===== config.mk =====
export PLATFORM = sky130hd
export DESIGN_NAME = ptp_sync_followup_pairing_top_flat
export DESIGN_NICKNAME = d
export VERILOG_FILES = /design/src/rtl/core/ptpsf_pkg.sv /design/src/rtl/core/ptpsf_if.sv /design/src/rtl/core/ptpsf_match.sv /design/src/rtl/core/ptpsf_arith.sv /design/src/rtl/core/ptp_sync_followup_pairing_top.sv /design/src/flat_wrapper.sv
export SDC_FILE = /design/constraint.sdc
export NUM_CORES = 2
export LEC_CHECK = 0
export CAP_MARGIN = 20
export CORE_AREA = 2 2 377 379
export DETAILED_ROUTE_END_ITERATION = 6
export DIE_AREA = 0 0 379 381
export DONT_BUFFER_PORTS = 1
export GPL_TIMING_DRIVEN = 0
export HOLD_SLACK_MARGIN = 0.15
export PLACE_DENSITY = 0.75
export SYNTH_ARGS = -nofsm -noshare
export SYNTH_HDL_FRONTEND = slang
export SYNTH_HIERARCHICAL = 1
export SYNTH_SLANG_ARGS = --single-unit

===== constraint.sdc =====
create_clock -name clk -period 19.8 [get_ports clk]
set_input_delay 3.96 -clock clk [delete_from_list [all_inputs] [get_ports clk]]
set_output_delay 3.96 -clock clk [all_outputs]
set_load 0.01 [all_outputs]

===== src/rtl/core/ptpsf_pkg.sv =====
// Shared types and constants for the Sync / Follow_Up pairing block.
package ptpsf_pkg;

  // Configuration register indexes
  localparam int CfgIdxW = 3;
  localparam logic [CfgIdxW-1:0] REG_PORT_TRACKS_MASTER = 3'd0;
  localparam logic [CfgIdxW-1:0] REG_PARENT_CLOCK_ID    = 3'd1;
  localparam logic [CfgIdxW-1:0] REG_PARENT_PORT_NUMBER = 3'd2;
  localparam logic [CfgIdxW-1:0] REG_PATH_ASYMMETRY     = 3'd3;

  // Nanoseconds in one second, for the origin timestamp conversion
  localparam logic [29:0] NS_PER_SEC = 30'd1000000000;

  // Message kinds
  localparam logic KIND_SYNC      = 1'b0;
  localparam logic KIND_FOLLOW_UP = 1'b1;

  // One parsed message descriptor
  typedef struct packed {
    logic               kind;
    logic [63:0]        source_clock_id;
    logic [15:0]        source_port;
    logic [15:0]        sequence_id;
    logic               one_step_flag;
    logic signed [63:0] correction_scaled;
    logic [62:0]        ingress_ns;
    logic [47:0]        origin_seconds;
    logic [29:0]        origin_nanoseconds;
    logic [62:0]        software_ns;
  } msg_t;

  // One paired result
  typedef struct packed {
    logic [62:0]        master_receive_ns;
    logic signed [63:0] corrected_origin_ns;
  } result_t;

  // One configuration write
  typedef struct packed {
    logic [CfgIdxW-1:0] index;
    logic [63:0]        data;
  } cfg_t;

  // Matched pair handed from the matcher to the time arithmetic
  typedef struct packed {
    logic [62:0]        t2;
    logic [47:0]        sec;
    logic [29:0]        nsec;
    logic signed [63:0] corr_a;
    logic signed [63:0] corr_b;
  } pair_t;

endpackage


===== src/rtl/core/ptpsf_if.sv =====
// Valid/ready channel interfaces for messages, results and configuration.
interface ptpsf_msg_if;
  logic            valid;
  logic            ready;
  ptpsf_pkg::msg_t data;
  modport source (output valid, output data, input ready);
  modport sink   (input valid, input data, output ready);
endinterface

interface ptpsf_pair_if;
  logic               valid;
  logic               ready;
  ptpsf_pkg::result_t data;
  modport source (output valid, output data, input ready);
  modport sink   (input valid, input data, output ready);
endinterface

interface ptpsf_cfg_if;
  logic            valid;
  logic            ready;
  ptpsf_pkg::cfg_t data;
  modport source (output valid, output data, input ready);
  modport sink   (input valid, input data, output ready);
endinterface


===== src/rtl/core/ptpsf_match.sv =====
// Message filter, pairing state machine and configuration registers.
module ptpsf_match (
  input  logic             clk,
  input  logic             rst,
  ptpsf_msg_if.sink        msg,
  ptpsf_cfg_if.sink        cfg,
  output logic             pair_valid,
  output ptpsf_pkg::pair_t pair_data,
  input  logic             pair_ready
);

  localparam logic [1:0] PS_EMPTY = 2'd0;
  localparam logic [1:0] PS_SYNC  = 2'd1;
  localparam logic [1:0] PS_FUP   = 2'd2;

  // Configuration registers
  logic               port_tracks_master;
  logic [63:0]        parent_clock_id;
  logic [15:0]        parent_port_number;
  logic signed [63:0] path_asymmetry;

  // Input register
  logic            stage_valid;
  ptpsf_pkg::msg_t stage;

  // Pairing state
  logic [1:0]         pair_state;
  logic [1:0]         pair_state_next;
  logic [15:0]        held_sequence;
  logic signed [63:0] held_correction;
  logic [62:0]        held_stamp_ns;
  logic [47:0]        held_sec;
  logic [29:0]        held_nsec;
  logic [62:0]        held_software_ns;

  logic               src_ok;
  logic               emit;
  logic               hold_load;
  logic               done;
  logic signed [63:0] corr_sync;

  assign cfg.ready = 1'b1;

  // Configuration writes; unknown indexes are ignored
  always_ff @(posedge clk) begin
    if (rst) begin
      port_tracks_master <= 1'b0;
      parent_clock_id    <= '0;
      parent_port_number <= '0;
      path_asymmetry     <= '0;
    end else if (cfg.valid) begin
      unique case (cfg.data.index)
        ptpsf_pkg::REG_PORT_TRACKS_MASTER: port_tracks_master <= cfg.data.data[0];
        ptpsf_pkg::REG_PARENT_CLOCK_ID:    parent_clock_id    <= cfg.data.data;
        ptpsf_pkg::REG_PARENT_PORT_NUMBER: parent_port_number <= cfg.data.data[15:0];
        ptpsf_pkg::REG_PATH_ASYMMETRY:     path_asymmetry     <= $signed(cfg.data.data);
        default: ;
      endcase
    end
  end

  // Input register takes a transfer when it is empty or the held item is finished
  assign done      = stage_valid && (!emit || pair_ready);
  assign msg.ready = !stage_valid || done;

  always_ff @(posedge clk) begin
    if (rst) begin
      stage_valid <= 1'b0;
    end else if (msg.ready) begin
      stage_valid <= msg.valid;
    end
  end

  always_ff @(posedge clk) begin
    if (msg.valid && msg.ready) begin
      stage <= msg.data;
    end
  end

  // Filter and pairing decision
  assign src_ok = port_tracks_master &&
                  stage.source_clock_id == parent_clock_id &&
                  stage.source_port == parent_port_number;
  assign corr_sync = stage.correction_scaled + path_asymmetry;

  always_comb begin
    emit            = 1'b0;
    hold_load       = 1'b0;
    pair_state_next = pair_state;
    pair_data.t2     = stage.ingress_ns;
    pair_data.sec    = stage.origin_seconds;
    pair_data.nsec   = stage.origin_nanoseconds;
    pair_data.corr_a = corr_sync;
    pair_data.corr_b = '0;
    if (src_ok) begin
      if (stage.kind == ptpsf_pkg::KIND_SYNC) begin
        if (stage.one_step_flag) begin
          // one-step Sync carries its own origin time
          emit            = 1'b1;
          pair_state_next = PS_EMPTY;
        end else if (pair_state == PS_FUP && held_software_ns >= stage.software_ns &&
                     held_sequence == stage.sequence_id) begin
          emit             = 1'b1;
          pair_state_next  = PS_EMPTY;
          pair_data.sec    = held_sec;
          pair_data.nsec   = held_nsec;
          pair_data.corr_b = held_correction;
        end else begin
          hold_load       = 1'b1;
          pair_state_next = PS_SYNC;
        end
      end else begin
        pair_data.corr_a = held_correction;
        pair_data.corr_b = stage.correction_scaled;
        pair_data.t2     = held_stamp_ns;
        if (pair_state == PS_SYNC && held_sequence == stage.sequence_id) begin
          emit            = 1'b1;
          pair_state_next = PS_EMPTY;
        end else begin
          hold_load       = 1'b1;
          pair_state_next = PS_FUP;
        end
      end
    end
  end

  assign pair_valid = stage_valid && emit;

  // State update once the item leaves the input register
  always_ff @(posedge clk) begin
    if (rst) begin
      pair_state <= PS_EMPTY;
    end else if (done) begin
      pair_state <= pair_state_next;
    end
  end

  // A message from the parent that gives no result replaces what is held
  always_ff @(posedge clk) begin
    if (done && hold_load) begin
      held_sequence    <= stage.sequence_id;
      held_software_ns <= stage.software_ns;
      held_stamp_ns    <= stage.ingress_ns;
      held_sec         <= stage.origin_seconds;
      held_nsec        <= stage.origin_nanoseconds;
      held_correction  <= (stage.kind == ptpsf_pkg::KIND_SYNC) ? corr_sync
                                                               : stage.correction_scaled;
    end
  end

endmodule


===== src/rtl/core/ptpsf_arith.sv =====
// Time arithmetic pipeline: origin conversion and correction sum.
module ptpsf_arith (
  input  logic             clk,
  input  logic             rst,
  input  logic             pair_valid,
  input  ptpsf_pkg::pair_t pair_data,
  output logic             pair_ready,
  ptpsf_pair_if.source     pair
);

  // Stage A: matched pair
  logic             a_valid;
  ptpsf_pkg::pair_t a;
  // Stage B: partial products and correction sum
  logic        b_valid;
  logic [61:0] b_plo;
  logic [45:0] b_phi;
  logic [29:0] b_nsec;
  logic [63:0] b_csum;
  logic [62:0] b_t2;
  // Stage C: origin in nanoseconds
  logic        c_valid;
  logic [63:0] c_origin;
  logic [63:0] c_csum;
  logic [62:0] c_t2;

  logic adv_out, adv_c, adv_b, adv_a;

  // Each stage moves when the one after it has room
  assign adv_out    = !pair.valid || pair.ready;
  assign adv_c      = !c_valid || adv_out;
  assign adv_b      = !b_valid || adv_c;
  assign adv_a      = !a_valid || adv_b;
  assign pair_ready = adv_a;

  always_ff @(posedge clk) begin
    if (rst) begin
      a_valid    <= 1'b0;
      b_valid    <= 1'b0;
      c_valid    <= 1'b0;
      pair.valid <= 1'b0;
    end else begin
      if (adv_a)   a_valid    <= pair_valid;
      if (adv_b)   b_valid    <= a_valid;
      if (adv_c)   c_valid    <= b_valid;
      if (adv_out) pair.valid <= c_valid;
    end
  end

  // Stage A load
  always_ff @(posedge clk) begin
    if (adv_a && pair_valid) begin
      a <= pair_data;
    end
  end

  // Seconds split into low 32 and high 16 bits for the multiply
  always_ff @(posedge clk) begin
    if (adv_b && a_valid) begin
      b_plo  <= 62'(a.sec[31:0]) * 62'(ptpsf_pkg::NS_PER_SEC);
      b_phi  <= 46'(a.sec[47:32]) * 46'(ptpsf_pkg::NS_PER_SEC);
      b_nsec <= a.nsec;
      b_csum <= 64'($signed(a.corr_a) >>> 16) + 64'($signed(a.corr_b) >>> 16);
      b_t2   <= a.t2;
    end
  end

  // Origin time wraps modulo 2^64
  always_ff @(posedge clk) begin
    if (adv_c && b_valid) begin
      c_origin <= {2'b00, b_plo} + {b_phi[31:0], 32'd0} + {34'd0, b_nsec};
      c_csum   <= b_csum;
      c_t2     <= b_t2;
    end
  end

  // Result register
  always_ff @(posedge clk) begin
    if (adv_out && c_valid) begin
      pair.data.master_receive_ns   <= c_t2;
      pair.data.corrected_origin_ns <= $signed(c_origin + c_csum);
    end
  end

endmodule


===== src/rtl/core/ptp_sync_followup_pairing_top.sv =====
// Top level of the Sync / Follow_Up pairing block.
//
// Channels: msg takes one parsed Sync or Follow_Up descriptor per transfer,
// pair gives one result (t2 and corrected origin time) per matched pair or
// one-step Sync, cfg writes the four configuration registers by index.
// Messages from a source other than the configured parent, or while the
// port does not track a master, are consumed without a result.
// Throughput: one message per cycle unless a stalled receiver holds msg
// off (see below); cfg.ready is always high.
// Path: a message passes the input register, then arithmetic stage A
// (the matched pair), stage B (split seconds multiply and correction sum),
// stage C (origin sum) and the result register; matching is combinational.
// The 48 x 30 bit seconds conversion is done as two partial products in
// their own stage.
// Reset (rst, synchronous) clears the pipeline, empties the pairing state
// and sets all configuration registers to zero.
// When the receiver stalls, results queue in the four arithmetic registers;
// msg stays ready until they are full and the input register holds a
// message that gives a result.
module ptp_sync_followup_pairing_top (
  input  logic         clk,
  input  logic         rst,
  ptpsf_msg_if.sink    msg,
  ptpsf_pair_if.source pair,
  ptpsf_cfg_if.sink    cfg
);

  logic             match_valid;
  logic             match_ready;
  ptpsf_pkg::pair_t match_data;

  ptpsf_match u_match (
    .clk        (clk),
    .rst        (rst),
    .msg        (msg),
    .cfg        (cfg),
    .pair_valid (match_valid),
    .pair_data  (match_data),
    .pair_ready (match_ready)
  );

  ptpsf_arith u_arith (
    .clk        (clk),
    .rst        (rst),
    .pair_valid (match_valid),
    .pair_data  (match_data),
    .pair_ready (match_ready),
    .pair       (pair)
  );

endmodule


===== src/flat_wrapper.sv =====
// flat-port wrapper written by rule: the top's interface ports become plain ports
module ptp_sync_followup_pairing_top_flat 
  (clk, rst, msg_valid, msg_data, msg_ready, pair_valid, pair_data, pair_ready, cfg_valid, cfg_data, cfg_ready);
  ptpsf_msg_if msg_i ();
  ptpsf_pair_if pair_i ();
  ptpsf_cfg_if cfg_i ();
  input  logic clk;
  input  logic rst;
  input wire logic [$bits(msg_i.valid)-1:0] msg_valid;
  input wire logic [$bits(msg_i.data)-1:0] msg_data;
  output wire logic [$bits(msg_i.ready)-1:0] msg_ready;
  output wire logic [$bits(pair_i.valid)-1:0] pair_valid;
  output wire logic [$bits(pair_i.data)-1:0] pair_data;
  input wire logic [$bits(pair_i.ready)-1:0] pair_ready;
  input wire logic [$bits(cfg_i.valid)-1:0] cfg_valid;
  input wire logic [$bits(cfg_i.data)-1:0] cfg_data;
  output wire logic [$bits(cfg_i.ready)-1:0] cfg_ready;
  assign msg_i.valid = msg_valid;
  assign msg_i.data = msg_data;
  assign msg_ready = msg_i.ready;
  assign pair_valid = pair_i.valid;
  assign pair_data = pair_i.data;
  assign pair_i.ready = pair_ready;
  assign cfg_i.valid = cfg_valid;
  assign cfg_i.data = cfg_data;
  assign cfg_ready = cfg_i.ready;
  ptp_sync_followup_pairing_top u_core (.clk(clk), .rst(rst), .msg(msg_i), .pair(pair_i), .cfg(cfg_i));
endmodule

---- Yosys cells after proc, flatten, opt, wreduce, memory -nomap -nowiden ----
Cells that the tools add are included.
cells by class
  add/subtract/negate cells ............... 5
  $mul .................................... 2
  order comparisons ....................... 1
  eq/ne operators ......................... 8
  mux-type cells .......................... 24
  reduce and logical (&&, ||, !) cells .... 31
operators with widths
  kind                      number
  $mux W64                  5
  $mux W269                 1
  $mux W78                  3
  $add A64 B64 Y64          2
  $add A62 B64 Y64          1
  $add A64 B30 Y64          1
  $eq A64 B64 Y1            1
  $ge A63 B63 Y1            1
  $mux W63                  1
  $mul A32 B21 Y53 const B  1
  $add A48 B48 Y49          1
  $eq A16 B16 Y1            2
  $mul A16 B21 Y23 const B  1
  $logic_and A1 B1 Y1       13
  $mux W1                   12
  $reduce_and A2 Y1         5
  $eq A3 B2 Y1 const B      2
  $logic_not A1 Y1          6
  $logic_or A1 B1 Y1        6
  $mux W2                   2
  $eq A3 B1 Y1 const B      1
  $logic_not A3 Y1          1
  $eq A2 B1 Y1 const B      1
  $eq A2 B2 Y1 const B      1
word-level totals
  flip-flop bits (word level) ............. 1,622
  bits of input ports ..................... 438
  output and inout bits ................... 130
  word-level logic and storage cells ...... 112

---- Logic depth before layout (Yosys ltp) ----
  depth after elaboration ................. 12
  mapped depth ............................ 25
  gate-level depth less buffers ........... 24

---- Cells and area by module ----
The synthesis kept the hierarchy.
modules (own cells, without submodules)
  module       times used  cells each  area each (um^2)  sequential area each (um^2)
  ptpsf_arith  1           3,671       48,162.4          22,841.9
  ptpsf_match  1           2,979       35,335.1          22,481.6

---- Least setup slack after synthesis ----
OpenSTA, ideal clock, no wires.
  path type ............................... input to register
  start point ............................. input port pair_ready
  end point ............................... register u_core.u_arith.c_csum[0] (enable)
  setup time .............................. 982 ps
  arrival ................................. 16,727 ps
  required time ........................... 18,818 ps
  path slack .............................. 2,092 ps
  stages .................................. 2
  buffers on the path ..................... 0
  cells stage by stage .................... nor2b_1 a21boi_0
on the way
  longest elaborated chain between the ends .. 3
ends and longest elaborated chain
  what                    line                RTL
  start: declaration      flat_wrapper.sv:14  input wire logic [$bits(pair_i.ready)-1:0] pair_ready;
  $logic_or A1 B1 Y1      ptpsf_arith.sv:30   assign adv_out = !pair.valid || pair.ready;
  $logic_or A1 B1 Y1      ptpsf_arith.sv:31   assign adv_c = !c_valid || adv_out;
  $logic_and A1 B1 Y1     ptpsf_arith.sv:70   if (adv_c && b_valid) begin
  end signal: assignment  ptpsf_arith.sv:72   c_csum <= b_csum;
  end: declaration        ptpsf_arith.sv:24   logic [63:0] c_csum;
No other way between the ends.
A chain may end at the register's enable or synchronous reset.

---- Worst setup path in the final report ----
  start point ............................. input port pair_ready
  end point ............................... output port msg_ready
on the way
  longest elaborated chain between the ends .. 7
ends and longest elaborated chain
  what                    line                                 RTL
  $logic_or A1 B1 Y1      ptpsf_arith.sv:30
  $logic_or A1 B1 Y1      ptpsf_arith.sv:31
  $logic_or A1 B1 Y1      ptpsf_arith.sv:32                    assign adv_b = !b_valid || adv_c;
  $logic_or A1 B1 Y1      ptpsf_arith.sv:33                    assign adv_a = !a_valid || adv_b;
  via u_core.match_ready  ptp_sync_followup_pairing_top.sv:29  logic match_ready;
  $logic_or A1 B1 Y1      ptpsf_match.sv:63                    assign done = stage_valid && (!emit || pair_ready);
  $logic_and A1 B1 Y1     ptpsf_match.sv:63
  $logic_or A1 B1 Y1      ptpsf_match.sv:64                    assign msg.ready = !stage_valid || done;
  end: declaration        flat_wrapper.sv:11                   output wire logic [$bits(msg_i.ready)-1:0] msg_ready;
The timed path passes the listed nets, and every way through them passes these cells.

==> results by group <==
Floorplanning
  – Top Ports: 568
  – Starting Density: 0.586
  – Rows: 138
  – Core ar.: 141000 um2
  – Die W: 379 um
  – Die Y: 381 um
  – DIE AREA: 144000 um2

Power and ir drop
  – Total power: 6.94 mW
  – Internal: 5.44 mW
  – Sw Ratio: 0.217
  – Pwr Density: 76.1 nW/um2
  – Flop pwr share: 0.529
  – Lkg Pwr: 35.7 nW
  – Comb power frac: 0.031
  – Clock Power Share: 0.440
  – Peak supply drop: ~0.11 mV
  – NetSw: 1.51 mW

Clock network
  – Clk Latency, worst-skew pair: 820 ps
  – TritonCTS clock tree: built
  – Post_cts resized: 0
  – Reg clk slew, reported paths: 60 ps
  – Clock buffer depth: 3
  – Clock root buffer master: clkbuf_16
  – Hold Buf Count CTS: 0
  – H-tree levels: 4
  – Num CTS Buffers: 160
  – Post-CTS setup buffers: 0
  – CTS sink count: ~1500

Worst setup path
  – CP Data Arrival Time: 5740 ps
  – Crit start category: primary input
  – WS Path Type: primary input to primary output
  – Crit-path max FO: 5
  – Register-to-Register Path Depth: 22
  – R2R setup slack: 11990 ps
  – Worst endpoint required time: ~16000 ps
  – Worst setup EP type: primary output

Global route
  – Pin count of the biggest net entering global routing: 78
  – Vias in the first global route: a little over 50000
  – Global route overflow: 0
  – GRT met2 Usage: 0.463
  – GR Util All Layers: 0.279
  – Initial antenna violation count: 45
  – GRT met3 Usage: 0.0673
  – First-pass GRT wire length: 304000 um
  – M1 GR Usage: 0.359
  – GRT busiest layer: met2

Layout
  – Area Overhead vs Synth: 10.8%
  – Final Cell Area: 91200 um2
  – Most common cell after layout, fill and taps aside: edfxtp_1
  – Most frequent cells in the layout: edfxtp_1, nand2_1, inv_1, ha_1, a21oi_1
  – Layout cells sized above 1: 0.0646
  – Final Core Density: 0.649
  – Layout net count: 8192

Timing
  – Final Hold Fails: 0
  – Period utilization: 0.490
  – RSZ-0062 raised after global routing: no
  – Final WS setup: 10100 ps
  – Max Transition Viols Final: 0
  – Max frequency: 103 MHz
  – Relative slew slack: 0.250
  – Fin crit period: 9700 ps
  – Worst Clk Skew: 77.2 ps
  – Setup violators final: 0
  – Slew @ Worst Pin: around 1100 ps

Logic synthesis
  – Cells after Synth: 6518
  – Syn avg cell area: 12.6 um2
  – Syn Nets: 7987
  – Synth Cell Area: 82300 um2
  – Yosys warns: 6

Placement
  – Routability Congestion: roughly 0.95
  – IO buf count: 0
  – Post-DP HPWL: ~160000 um
  – Placed cell areas: between 80000 and 90000 um2
  – Worst slack, placed: approximately 10000 ps

Drt
  – Post-DRT Antenna Nets: 0
  – DR WL/cell: 22.8 um
  – Via count: around 51000
  – DRC Markers: 0
  – Drt total wl: 200000 um
  – Drt pass-1 iters: 5
  – Via-to-Cell Ratio: 5.78
  – Drt first-iter violations: between 3000 and 4000

Flow run
  – Max Cap Viol: 0

Min path
  – Worst hold path type: flip-flop to flip-flop
  – WHS Path Cells: 0

Run status
  – Status: finished, final reports clean
-- worst paths after layout --
| path | start | to |
|---|---|---|
| setup / recovery | pair_ready | msg_ready |
| hold / removal | u_core/u_arith/a[207] | u_core/u_arith/b_t2[1] |
| setup reg to reg | u_core/u_arith/a[165] | u_core/u_arith/b_plo[57] |
| hold reg to reg | u_core/u_arith/a[207] | u_core/u_arith/b_t2[1] |
-- flip-flops by register name, indices dropped and copies added, names as in the netlist, 53 cells and up --
name	cells
u_core/u_match/stage	366
u_core/u_arith/a	237
u_core/u_arith/pair.data	127
u_core/u_arith/c_origin	64
u_core/u_match/parent_clock_id	64
u_core/u_match/path_asymmetry	64
u_core/u_arith/b_t2	63
u_core/u_arith/c_t2	63
u_core/u_match/held_software_ns	63
u_core/u_match/held_stamp_ns	63
u_core/u_arith/b_plo	53
-- power groups by stage --
| stage | clock network [mW] | logic (mW) | registers, mW |
|---|---|---|---|
| after floorplan | 0 | 0.153 | 3.72 |
| after global placement | 0 | 0.201 | 3.75 |
| after detailed placement | 0 | 0.211 | 3.74 |
| after CTS | 3.11 | 0.214 | 3.67 |
| after global routing | 3.23 | 0.240 | 3.68 |
| final | 3.05 | 0.216 | 3.67 |
-- final cells by class --
type | instances | area (um2)
sequential | 1544 | 44800
inverter | 720 | 2700
fill | 10500 | 49400
antenna | 20 | 50.0
multi-input combinational | 4097 | 34200
timing repair buffer | 43 | 933
buffer | 157 | 639
clock inverter | 100 | 1210
clock buffer | 194 | 4240
tap | 1890 | 2360
-- metrics by stage --
| stage | hold WS, ps | instances | setup TNS (ps) |
|---|---|---|---|
| floorplan | 400 | 6518 | 0 |
| global placement | 400 | 8408 | -2220330 |
| detailed placement | 405 | 8451 | 0 |
| CTS | 394 | 8745 | 0 |
| global route | 400 | 8756 | 0 |
| finish | 398 | 8765 | 0 |
-- worst max-delay path, stage by stage --
cell and delay, ps:
nor2b_1 540, and3_1 420, nand2_1 170, or4b_4 650
-- routing by layer --
layer,up-vias,part of all wire
met2,1584,0.49
met1,25000,0.41
met5,-,0.0010
met4,32,0.034
li1,23700,-
met3,376,0.070
Power figures use the tool's default switching activity.
